$ cat config.mk
export PLATFORM = sky130hd
export DESIGN_NAME = alt_bit_receiver_top
export DESIGN_NICKNAME = d
export VERILOG_FILES = /design/src/design/abr_pkg.sv /design/src/design/abr_in_reg.sv /design/src/design/abr_proc.sv /design/src/design/abr_out_reg.sv /design/src/design/alt_bit_receiver_top.sv
export SDC_FILE = /design/constraint.sdc
export NUM_CORES = 1
export LEC_CHECK = 0
export ABC_AREA = 1
export BUFFER_PORTS_ARGS = -buffer_cell sky130_fd_sc_hd__buf_4
export CORE_ASPECT_RATIO = 1.2
export CORE_UTILIZATION = 25
export DETAILED_ROUTE_END_ITERATION = 7
export PLACE_DENSITY_LB_ADDON = 0.2
export SLEW_MARGIN = 25
export SYNTH_ARGS = -nofsm -noshare
export SYNTH_HDL_FRONTEND = slang
export SYNTH_HIERARCHICAL = 1
export SYNTH_SLANG_ARGS = --single-unit
$ cat constraint.sdc
create_clock -name clk -period 13.3 [get_ports clk]
set_input_delay 0.665 -clock clk [delete_from_list [all_inputs] [get_ports clk]]
set_output_delay 0.665 -clock clk [all_outputs]
set_load 0.02 [all_outputs]
$ cat src/design/abr_pkg.sv
// Shared constants and types for the alternating-bit receiver.
package abr_pkg;

	localparam int PAYLOAD_BYTES = 20;
	localparam int POS_W         = 5;
	localparam int RESP_SUM_W    = 6;

	localparam logic [POS_W-1:0] LAST_POS   = POS_W'(PAYLOAD_BYTES - 1);
	localparam logic [31:0]      ACK_WEIGHT = 32'd21;
	localparam logic [31:0]      SEQ_WEIGHT = 32'd22;

	// request held in the input register; header already folded into sum_rem
	typedef struct packed {
		logic [7:0]  data;
		logic        seq_bit;
		logic        seq_ok;
		logic [31:0] sum_rem;
	} item_t;

	typedef struct packed {
		logic [7:0]            out_byte;
		logic                  packet_done;
		logic                  commit;
		logic                  resp_ack;
		logic                  resp_seq;
		logic [RESP_SUM_W-1:0] resp_sum;
	} result_t;

endpackage

$ cat src/design/abr_in_reg.sv
// Input register: captures a request and pre-folds the header weights.
module abr_in_reg (
	input  logic                clk,
	input  logic                arst_n,
	input  logic                item_valid,
	output logic                item_stall,
	input  logic [7:0]          payload_byte,
	input  logic signed [31:0]  pkt_seq,
	input  logic signed [31:0]  pkt_ack,
	input  logic signed [31:0]  pkt_sum,
	input  logic                take_ok,
	output logic                valid_s1,
	output abr_pkg::item_t      item_s1
);

	logic           accept;
	logic           fire;
	abr_pkg::item_t item_d;

	assign fire       = valid_s1 && take_ok;
	assign item_stall = valid_s1 && !take_ok;
	assign accept     = item_valid && !item_stall;

	// checksum test becomes acc == sum - ack*21 - seq*22 downstream
	always_comb begin
		item_d.data    = payload_byte;
		item_d.seq_bit = pkt_seq[0];
		item_d.seq_ok  = (pkt_seq[31:1] == 31'd0);
		item_d.sum_rem = 32'(pkt_sum) - 32'(pkt_ack * abr_pkg::ACK_WEIGHT)
			- 32'(pkt_seq * abr_pkg::SEQ_WEIGHT);
	end

	always_ff @(posedge clk or negedge arst_n) begin
		if (!arst_n) begin
			valid_s1 <= 1'b0;
		end else if (accept) begin
			valid_s1 <= 1'b1;
		end else if (fire) begin
			valid_s1 <= 1'b0;
		end
	end

	always_ff @(posedge clk) begin
		if (accept) begin
			item_s1 <= item_d;
		end
	end

endmodule

$ cat src/design/abr_proc.sv
// Packet state and per-byte checksum, zero-fill and response logic.
module abr_proc (
	input  logic             clk,
	input  logic             arst_n,
	input  logic             fire,
	input  abr_pkg::item_t   item_s1,
	output abr_pkg::result_t result
);

	logic [abr_pkg::POS_W-1:0] byte_pos_q;
	logic [31:0]               run_sum_q;
	logic                      zero_seen_q;
	logic                      expected_seq_q;

	logic signed [13:0] prod;
	logic [31:0]        acc;
	logic               zs;
	logic               last;
	logic               good;
	logic               take;

	always_comb begin
		prod = $signed(item_s1.data) * $signed({1'b0, byte_pos_q});
		acc  = run_sum_q + {{18{prod[13]}}, prod};
		zs   = zero_seen_q || (item_s1.data == 8'd0);
		last = (byte_pos_q >= abr_pkg::LAST_POS);
		good = (acc == item_s1.sum_rem);
		take = good && item_s1.seq_ok && (item_s1.seq_bit == expected_seq_q);
	end

	always_comb begin
		result.out_byte    = zs ? 8'd0 : item_s1.data;
		result.packet_done = last;
		result.commit      = last && take;
		result.resp_ack    = last && good;
		result.resp_seq    = last && expected_seq_q;
		result.resp_sum    =
			({abr_pkg::RESP_SUM_W{last && good}}
				& abr_pkg::RESP_SUM_W'(abr_pkg::ACK_WEIGHT))
			+ ({abr_pkg::RESP_SUM_W{last && expected_seq_q}}
				& abr_pkg::RESP_SUM_W'(abr_pkg::SEQ_WEIGHT));
	end

	always_ff @(posedge clk or negedge arst_n) begin
		if (!arst_n) begin
			byte_pos_q     <= '0;
			run_sum_q      <= '0;
			zero_seen_q    <= 1'b0;
			expected_seq_q <= 1'b0;
		end else if (fire) begin
			if (last) begin
				byte_pos_q  <= '0;
				run_sum_q   <= '0;
				zero_seen_q <= 1'b0;
				if (take) begin
					expected_seq_q <= !expected_seq_q;
				end
			end else begin
				byte_pos_q  <= byte_pos_q + 1'b1;
				run_sum_q   <= acc;
				zero_seen_q <= zs;
			end
		end
	end

endmodule

$ cat src/design/abr_out_reg.sv
// Result register towards the consumer.
module abr_out_reg (
	input  logic                          clk,
	input  logic                          arst_n,
	input  logic                          fire,
	input  abr_pkg::result_t              result,
	output logic                          take_ok,
	output logic                          res_valid,
	input  logic                          res_stall,
	output logic [7:0]                    out_byte,
	output logic                          packet_done,
	output logic                          commit,
	output logic                          resp_ack,
	output logic                          resp_seq,
	output logic [abr_pkg::RESP_SUM_W-1:0] resp_sum
);

	logic             res_valid_q;
	abr_pkg::result_t res_q;

	assign take_ok = !res_valid_q || !res_stall;

	always_ff @(posedge clk or negedge arst_n) begin
		if (!arst_n) begin
			res_valid_q <= 1'b0;
		end else if (take_ok) begin
			res_valid_q <= fire;
		end
	end

	always_ff @(posedge clk) begin
		if (fire) begin
			res_q <= result;
		end
	end

	assign res_valid   = res_valid_q;
	assign out_byte    = res_q.out_byte;
	assign packet_done = res_q.packet_done;
	assign commit      = res_q.commit;
	assign resp_ack    = res_q.resp_ack;
	assign resp_seq    = res_q.resp_seq;
	assign resp_sum    = res_q.resp_sum;

endmodule

$ cat src/design/alt_bit_receiver_top.sv
// Alternating-bit receiver: one payload byte in, one delivered byte out.
// A request is held in the input register and its result in the output register.
// Throughput: one request per cycle unless stalled; the packet state updates in one pass.
// Stall from the consumer reaches item_stall only when the input register is full.
// Reset (arst_n low, asynchronous): byte index, checksum, zero flag and the
// expected sequence bit clear; both pipeline registers read empty.
module alt_bit_receiver_top (
	input  logic                           clk,
	input  logic                           arst_n,
	input  logic                           item_valid,
	output logic                           item_stall,
	input  logic [7:0]                     payload_byte,
	input  logic signed [31:0]             pkt_seq,
	input  logic signed [31:0]             pkt_ack,
	input  logic signed [31:0]             pkt_sum,
	output logic                           res_valid,
	input  logic                           res_stall,
	output logic [7:0]                     out_byte,
	output logic                           packet_done,
	output logic                           commit,
	output logic                           resp_ack,
	output logic                           resp_seq,
	output logic [abr_pkg::RESP_SUM_W-1:0] resp_sum
);

	logic             take_ok;
	logic             valid_s1;
	logic             fire;
	abr_pkg::item_t   item_s1;
	abr_pkg::result_t result;

	assign fire = valid_s1 && take_ok;

	abr_in_reg u_in (
		.clk          (clk),
		.arst_n       (arst_n),
		.item_valid   (item_valid),
		.item_stall   (item_stall),
		.payload_byte (payload_byte),
		.pkt_seq      (pkt_seq),
		.pkt_ack      (pkt_ack),
		.pkt_sum      (pkt_sum),
		.take_ok      (take_ok),
		.valid_s1     (valid_s1),
		.item_s1      (item_s1)
	);

	abr_proc u_proc (
		.clk     (clk),
		.arst_n  (arst_n),
		.fire    (fire),
		.item_s1 (item_s1),
		.result  (result)
	);

	abr_out_reg u_out (
		.clk         (clk),
		.arst_n      (arst_n),
		.fire        (fire),
		.result      (result),
		.take_ok     (take_ok),
		.res_valid   (res_valid),
		.res_stall   (res_stall),
		.out_byte    (out_byte),
		.packet_done (packet_done),
		.commit      (commit),
		.resp_ack    (resp_ack),
		.resp_seq    (resp_seq),
		.resp_sum    (resp_sum)
	);

`ifndef SYNTHESIS
	a_stall_only_full: assert property (@(posedge clk) disable iff (!arst_n)
		item_stall |-> valid_s1)
		else $error("input stalled with empty input register");

	a_commit_needs_ack: assert property (@(posedge clk) disable iff (!arst_n)
		res_valid && commit |-> packet_done && resp_ack)
		else $error("commit without an acknowledged final byte");

	a_mid_packet_quiet: assert property (@(posedge clk) disable iff (!arst_n)
		res_valid && !packet_done |-> !commit && !resp_ack && !resp_seq
			&& resp_sum == '0)
		else $error("response fields set on a non-final byte");

	a_resp_sum_match: assert property (@(posedge clk) disable iff (!arst_n)
		res_valid && packet_done |-> resp_sum ==
			(abr_pkg::RESP_SUM_W'(resp_ack ? abr_pkg::ACK_WEIGHT : 32'd0)
			+ abr_pkg::RESP_SUM_W'(resp_seq ? abr_pkg::SEQ_WEIGHT : 32'd0)))
		else $error("response checksum does not match kind and sequence");
`endif

endmodule
==> results of run 1 <==
[through the flow]
step	hold WS [ns]	setup WS [ns]	utilization [%]	instances	cell area [um^2]
2_1_floorplan	0.369	7.31	-	2323	16700
3_3_place_gp	0.475	6.19	28.4	3327	18700
3_5_place_dp	0.484	6.23	28.4	3327	18700
4_1_cts	0.319	6.22	28.8	3343	19000
5_1_grt	0.337	5.62	28.8	3343	19000
6_report	0.292	6.28	28.8	3343	19000
[kinds of logic (layout without fill, tap and decap cells)]
group | count (synthesis) | count (layout) | share of synthesized area (%)
simple gates | 1007 | 1007 | 25.7
buf+inv | 574 | 702 | 13.1
fa+ha+maj | 350 | 350 | 32.2
compound gates | 206 | 206 | 7.53
flops | 101 | 101 | 16.9
xor+xnor | 85 | 85 | 4.53
[synth_stat cells, types with 3 or more instances]
cell type,count
xor2_1,61
o21ai_0,46
nor2_1,154
a21o_1,15
a32o_1,5
nand4_1,35
a21oi_2,5
ha_1,215
o21ai_1,4
edfxtp_1,60
a22o_1,6
o21a_1,3
xnor2_1,23
a31oi_1,4
clkbuf_1,10
a21oi_1,89
o21bai_1,14
nand3_2,10
o21ai_2,5
nor3_1,20
nand2_1,603
and2_1,3
nand2_2,23
fa_1,135
nor2_2,13
nand3_1,118
dfrtp_1,41
inv_1,553
buf_4,7
nand3b_1,20
[final cells by class]
| cell class | count | area [um^2] |
|---|---|---|
| clock buffer | 10 | 229 |
| clock inverter | 6 | 53.8 |
| fill | 7353 | 47000 |
| inverter | 555 | 2080 |
| multi-input combinational | 1648 | 11700 |
| sequential | 101 | 2830 |
| tap | 892 | 1120 |
| timing repair buffer | 131 | 983 |
[per-layer routing]
metal	vias up	track usage, %
met1	6913	17.4
li1	7452	-
met2	232	31.7
met4	0	5.99
met5	-	0
met3	67	0.745
[worst paths after layout]
kind,slack [ns],end,from
min reg2reg,0.50,u_proc/zero_seen_q,u_proc/zero_seen_q
max reg2reg,6.28,u_out/resp_sum[4],u_proc/byte_pos_q[1]
min in group clk,0.45,u_in/item_s1[38],payload_byte[4]
max,6.28,u_out/resp_sum[4],u_proc/byte_pos_q[1]
min,0.29,u_proc/byte_pos_q[1],arst_n
max in group asynchronous,12.54,u_proc/run_sum_q[20],arst_n
[worst register-to-register path: cells and delay by family, from the launching register on]
| kind | cells | cell delay (ns) |
|---|---|---|
| simple gates | 21 | 3.41 |
| fa+ha+maj | 6 | 2.51 |
| flops | 1 | 0.52 |
| buf+inv | 5 | 0.34 |
[cell usage in the layout (no fill, tap or decap), types with 3 or more instances in the layout]
cell,instances
o21a_1,3
xor2_1,61
a32o_1,5
nor3_1,20
inv_1,553
nand3b_1,20
and2_1,3
nand4_1,35
fa_1,135
a31oi_1,4
o21ai_1,4
inv_6,3
dfrtp_1,41
nor2_2,14
buf_4,131
ha_1,215
a21o_1,15
a21oi_2,5
a21oi_1,89
nand3_1,118
o21bai_1,14
clkbuf_16,9
a22o_1,6
o21ai_2,5
nand2_2,23
nand2_1,603
nand3_2,10
edfxtp_1,60
nor2_1,152
xnor2_1,23
o21ai_0,46
[sequential cells by signal (all words and copies together), names as in the netlist]
| signal | cells |
|---|---|
| u_in/valid_s1 | 1 |
| u_proc/byte_pos_q | 5 |
| u_in/item_s1 | 42 |
| u_proc/run_sum_q | 32 |
| u_out/packet_done | 1 |
| u_out/resp_seq | 1 |
| u_out/res_valid | 1 |
| u_out/commit | 1 |
| u_out/out_byte | 8 |
| u_proc/zero_seen_q | 1 |
| u_proc/expected_seq_q | 1 |
| u_out/resp_sum | 6 |
| u_out/resp_ack | 1 |
==> metrics, run 1 <==
Final Hold Fails=0; Synth Warn #=6; post-synth cell types=47; Inserted Clock Buffers=9; routability cong.=0.959; antenna-violating nets left=0; Setup Fix Bufs, Post-CTS=0; number of flops mapped to enable cells by yosys=60; RSZ-0062 raised after global routing=no; initial drt markers=626; actual slew at the worst max-slew pin=0.947 ns; Max Slew Vio Count=0; vias=14664; vias in the first global route=15779; register area share after synthesis=16.9%; Synth area leaders=fa_1 (16%), ha_1 (16%), nand2_1 (14%); met3 WL=927 um; I/O Buffers=127; # DRC=0; critical path data required time=13.43 ns; achievable frequency=142 MHz; area leader, netlist=fa_1; Slowest Stage Delay on Critical Path=0.66 ns; WL met2=28700 um; num ports=128; WL met1=21400 um; Bufs and invs on worst path=5; max-cap violations=0; asr flop ratio synth=40.6%; WP depth=32; CTS HTree Levels=3; mean area per synthesized cell=7.20 um^2; clock slew at reported path FFs=0.09 ns; crit path capture type=flip-flop; uppermost layer routed=met4; Setup Total Neg Slack=0 ns; hold buffers post-CTS=0; Crit path arrival time=7.15 ns; Final Setup Violations=0; final wirelength=52800 um; Top FF cell, synth=edfxtp_1; CP dominant cell by count=nand2_1; pin count of the biggest net entering global routing=43; fraction of layout cells with a size suffix above 1=8.77%; cell family with most CP delay=simple AND/OR/NAND/NOR gates; antenna cells=0; root buf cell=clkbuf_16; Routed wire per std cell=15.8 um; die footprint=0.0679 mm^2; Rows=103; Critical-path top delay cell=ha_1; post-synth top area share=16.2%; Post-Synthesis Cells=2323; Initial Utilization=25.3%; clk sink count=101; Layout area overhead=13.7%; Yosys reg bits=101; Core ar.=0.0660 mm^2; Synthesized Nets=2781; Final HPWL DP=46300 um; die width=238 um; status=completed; minimum clock period=7.02 ns; All-Layer GR Usage=15.9%; Die H=285 um; initial antenna violation count=0; Worst Hold Class=in -> async; nets=2904; GRT overflow=0; final cycle utilization of the critical path=52.8%; Crit Path Class=reg -> reg; skew final=0.0155 ns; via density per instance=4.39; CP Launch Type=flip-flop; first-pass GRT wire length=83800 um; Max-slew headroom=36.3%; total iterations of the first detailed-routing run=5; crit-path max FO=21; Cell Area, Synth=0.0167 mm^2; CTS max path bufs=2; Clock Latency Late Sink=0.39 ns; post-cts sizing count=0; R2R cell count=32; CTS tree=yes
Power of run 1 is left out: the tool's default activity adds up to more than one toggle a clock period on the data nets, which glitch-free logic cannot reach.
==> run 2: changes to the inputs <==
==> constraint.sdc (replaced) <==
create_clock -name clk -period 6.96 [get_ports clk]
set_input_delay 0.348 -clock clk [delete_from_list [all_inputs] [get_ports clk]]
set_output_delay 0.348 -clock clk [all_outputs]
set_load 0.02 [all_outputs]
==> metrics, run 2 (synthesis gave the netlist of run 1 again) <==
Crit path arrival time=6.65 ns (was 7.15 ns); vias in the first global route=15525 (was 15779); minimum clock period=6.53 ns (was 7.02 ns); Final HPWL DP=46500 um (was 46300 um); clock slew at reported path FFs=0.08 ns (was 0.09 ns); initial antenna violation count=0 (unchanged); most flop-heavy register=u_in/item_s1 (unchanged); GRT overflow=0 (unchanged); Critical-path top delay cell=edfxtp_1 (was ha_1); crit path capture type=flip-flop (unchanged); # DRC=0 (unchanged); final wirelength=53200 um (was 52800 um); hold buffers post-CTS=0 (unchanged); Initial Utilization=25.3% (unchanged); fill cell count=7310 (was 7353); CTS max path bufs=2 (unchanged); Routed wire per std cell=15.7 um (was 15.8 um); critical path data required time=7.08 ns (was 13.43 ns); clk sink count=101 (unchanged); routability cong.=0.950 (was 0.959); Die H=285 um (unchanged); Final Hold Fails=0 (unchanged); Bufs and invs on worst path=8 (was 5); skew final=0.0110 ns (was 0.0155 ns); All-Layer GR Usage=15.8% (was 15.9%); Layout area overhead=15.5% (was 13.7%); achievable frequency=153 MHz (was 142 MHz); max FFs per register=42 (unchanged); Worst Hold Class=in -> async (unchanged); final instance area=0.0193 mm^2 (was 0.0190 mm^2); status=completed (unchanged); cell family with most CP delay=simple AND/OR/NAND/NOR gates (unchanged); antenna-violating nets left=0 (unchanged); Placed Area=0.0189 mm^2 (was 0.0187 mm^2); first-pass GRT wire length=82800 um (was 83800 um); num ports=128 (unchanged); nets=2941 (was 2904); most frequent cells in the layout=nand2_1 (601), inv_1 (553), ha_1 (214) (was nand2_1 (603), inv_1 (553), ha_1 (215)); pin count of the biggest net entering global routing=43 (unchanged); Final Setup Violations=0 (unchanged); Cells after DPL=3354 (was 3327); final cycle utilization of the critical path=93.8% (was 52.8%); die width=238 um (unchanged); CP dominant cell by count=nand2_1 (unchanged); actual slew at the worst max-slew pin=0.925 ns (was 0.947 ns); max-cap violations=0 (unchanged); Crit Path Class=reg -> reg (unchanged); fraction of layout cells with a size suffix above 1=10.4% (was 8.77%); total iterations of the first detailed-routing run=5 (unchanged); most common cell after layout, fill and taps aside=nand2_1 (unchanged); antenna cells=0 (unchanged); Core ar.=0.0660 mm^2 (unchanged); Setup Total Neg Slack=0 ns (unchanged); Slowest Stage Delay on Critical Path=0.55 ns (was 0.66 ns); initial drt markers=643 (was 626); crit-path max FO=21 (unchanged); Inserted Clock Buffers=9 (unchanged); CTS tree=yes (unchanged); I/O Buffers=127 (unchanged); Max-slew headroom=38.3% (was 36.3%); via density per instance=4.38 (was 4.39); Max Slew Vio Count=0 (unchanged); CTS HTree Levels=3 (unchanged); root buf cell=clkbuf_16 (unchanged); die footprint=0.0679 mm^2 (unchanged); Rows=103 (unchanged); vias=14806 (was 14664); Clock Latency Late Sink=0.38 ns (was 0.39 ns); Finished Layout Cells=3380 (was 3343); CP Launch Type=flip-flop (unchanged)
[run 2: changes by cell type in the layout (fill, tap and decap cells not counted), moves of 2 or more]
cell	previous run	this run
buf_4	131	167
clkinvlp_4	1	3
inv_6	3	1
nand2_1	603	601
nor2_1	152	150
nor2_2	14	16
[run 2: timing repair]
action                                  4_1_cts  5_1_grt
setup buffers                                 0       10
gates resized for setup                       0        9
endpoints found under the setup margin        0        8
hold endpoints to repair                      0        0
[run 2: layout make-up]
cell class / instances / area [um^2] / area share [%]
multi-input combinational: 1648 / 11700 / 60.8
sequential: 101 / 2830 / 14.6
inverter: 555 / 2080 / 10.8
timing repair buffer: 168 / 1260 / 6.55
tap: 892 / 1120 / 5.78
clock buffer: 11 / 233 / 1.21
clock inverter: 5 / 36.3 / 0.188
[run 2: per-stage QoR]
step	utilization [%]	worst slack, ns	hold slack, ns
after CTS	29.1	0.250	0.0215
final	29.3	0.431	0.0000553
after global placement	28.7	0.296	0.435
after floorplan	-	0.974	0.0524
after global routing	29.3	-0.00896	0.0394
after detailed placement	28.7	0.301	0.435
[run 2: final timing paths]
kind	start	slack (ns)	cells past startpoint	endpoint
min in group clk	payload_byte[7]	0.14	1	u_in/item_s1[41]
hold / removal	arst_n	0.00006	1	u_proc/byte_pos_q[0]
max in group asynchronous	arst_n	6.49	1	u_proc/run_sum_q[18]
hold reg to reg	u_proc/run_sum_q[29]	0.50	2	u_proc/run_sum_q[29]
setup reg to reg	u_in/item_s1[41]	0.43	35	u_out/resp_sum[4]
setup / recovery	u_in/item_s1[41]	0.43	35	u_out/resp_sum[4]
[run 2: worst reg2reg max path, delay by kind of cell (launching register included)]
family                   cells  cell delay (ns)
flip-flops                   1             0.55
adder cells (fa/ha/maj)      6             2.18
buffers and inverters        8             0.73
AND/OR/NAND/NOR             21             2.82
[run 2: metal layers]
metal	wire [um]	vias up	track usage [%]
li1	-	7537	-
met1	21400	6922	17.2
met2	28300	256	30.8
met3	1110	91	1.10
met4	2340	0	7.36
met5	0	-	0
Power of run 2 is left out for the same reason.
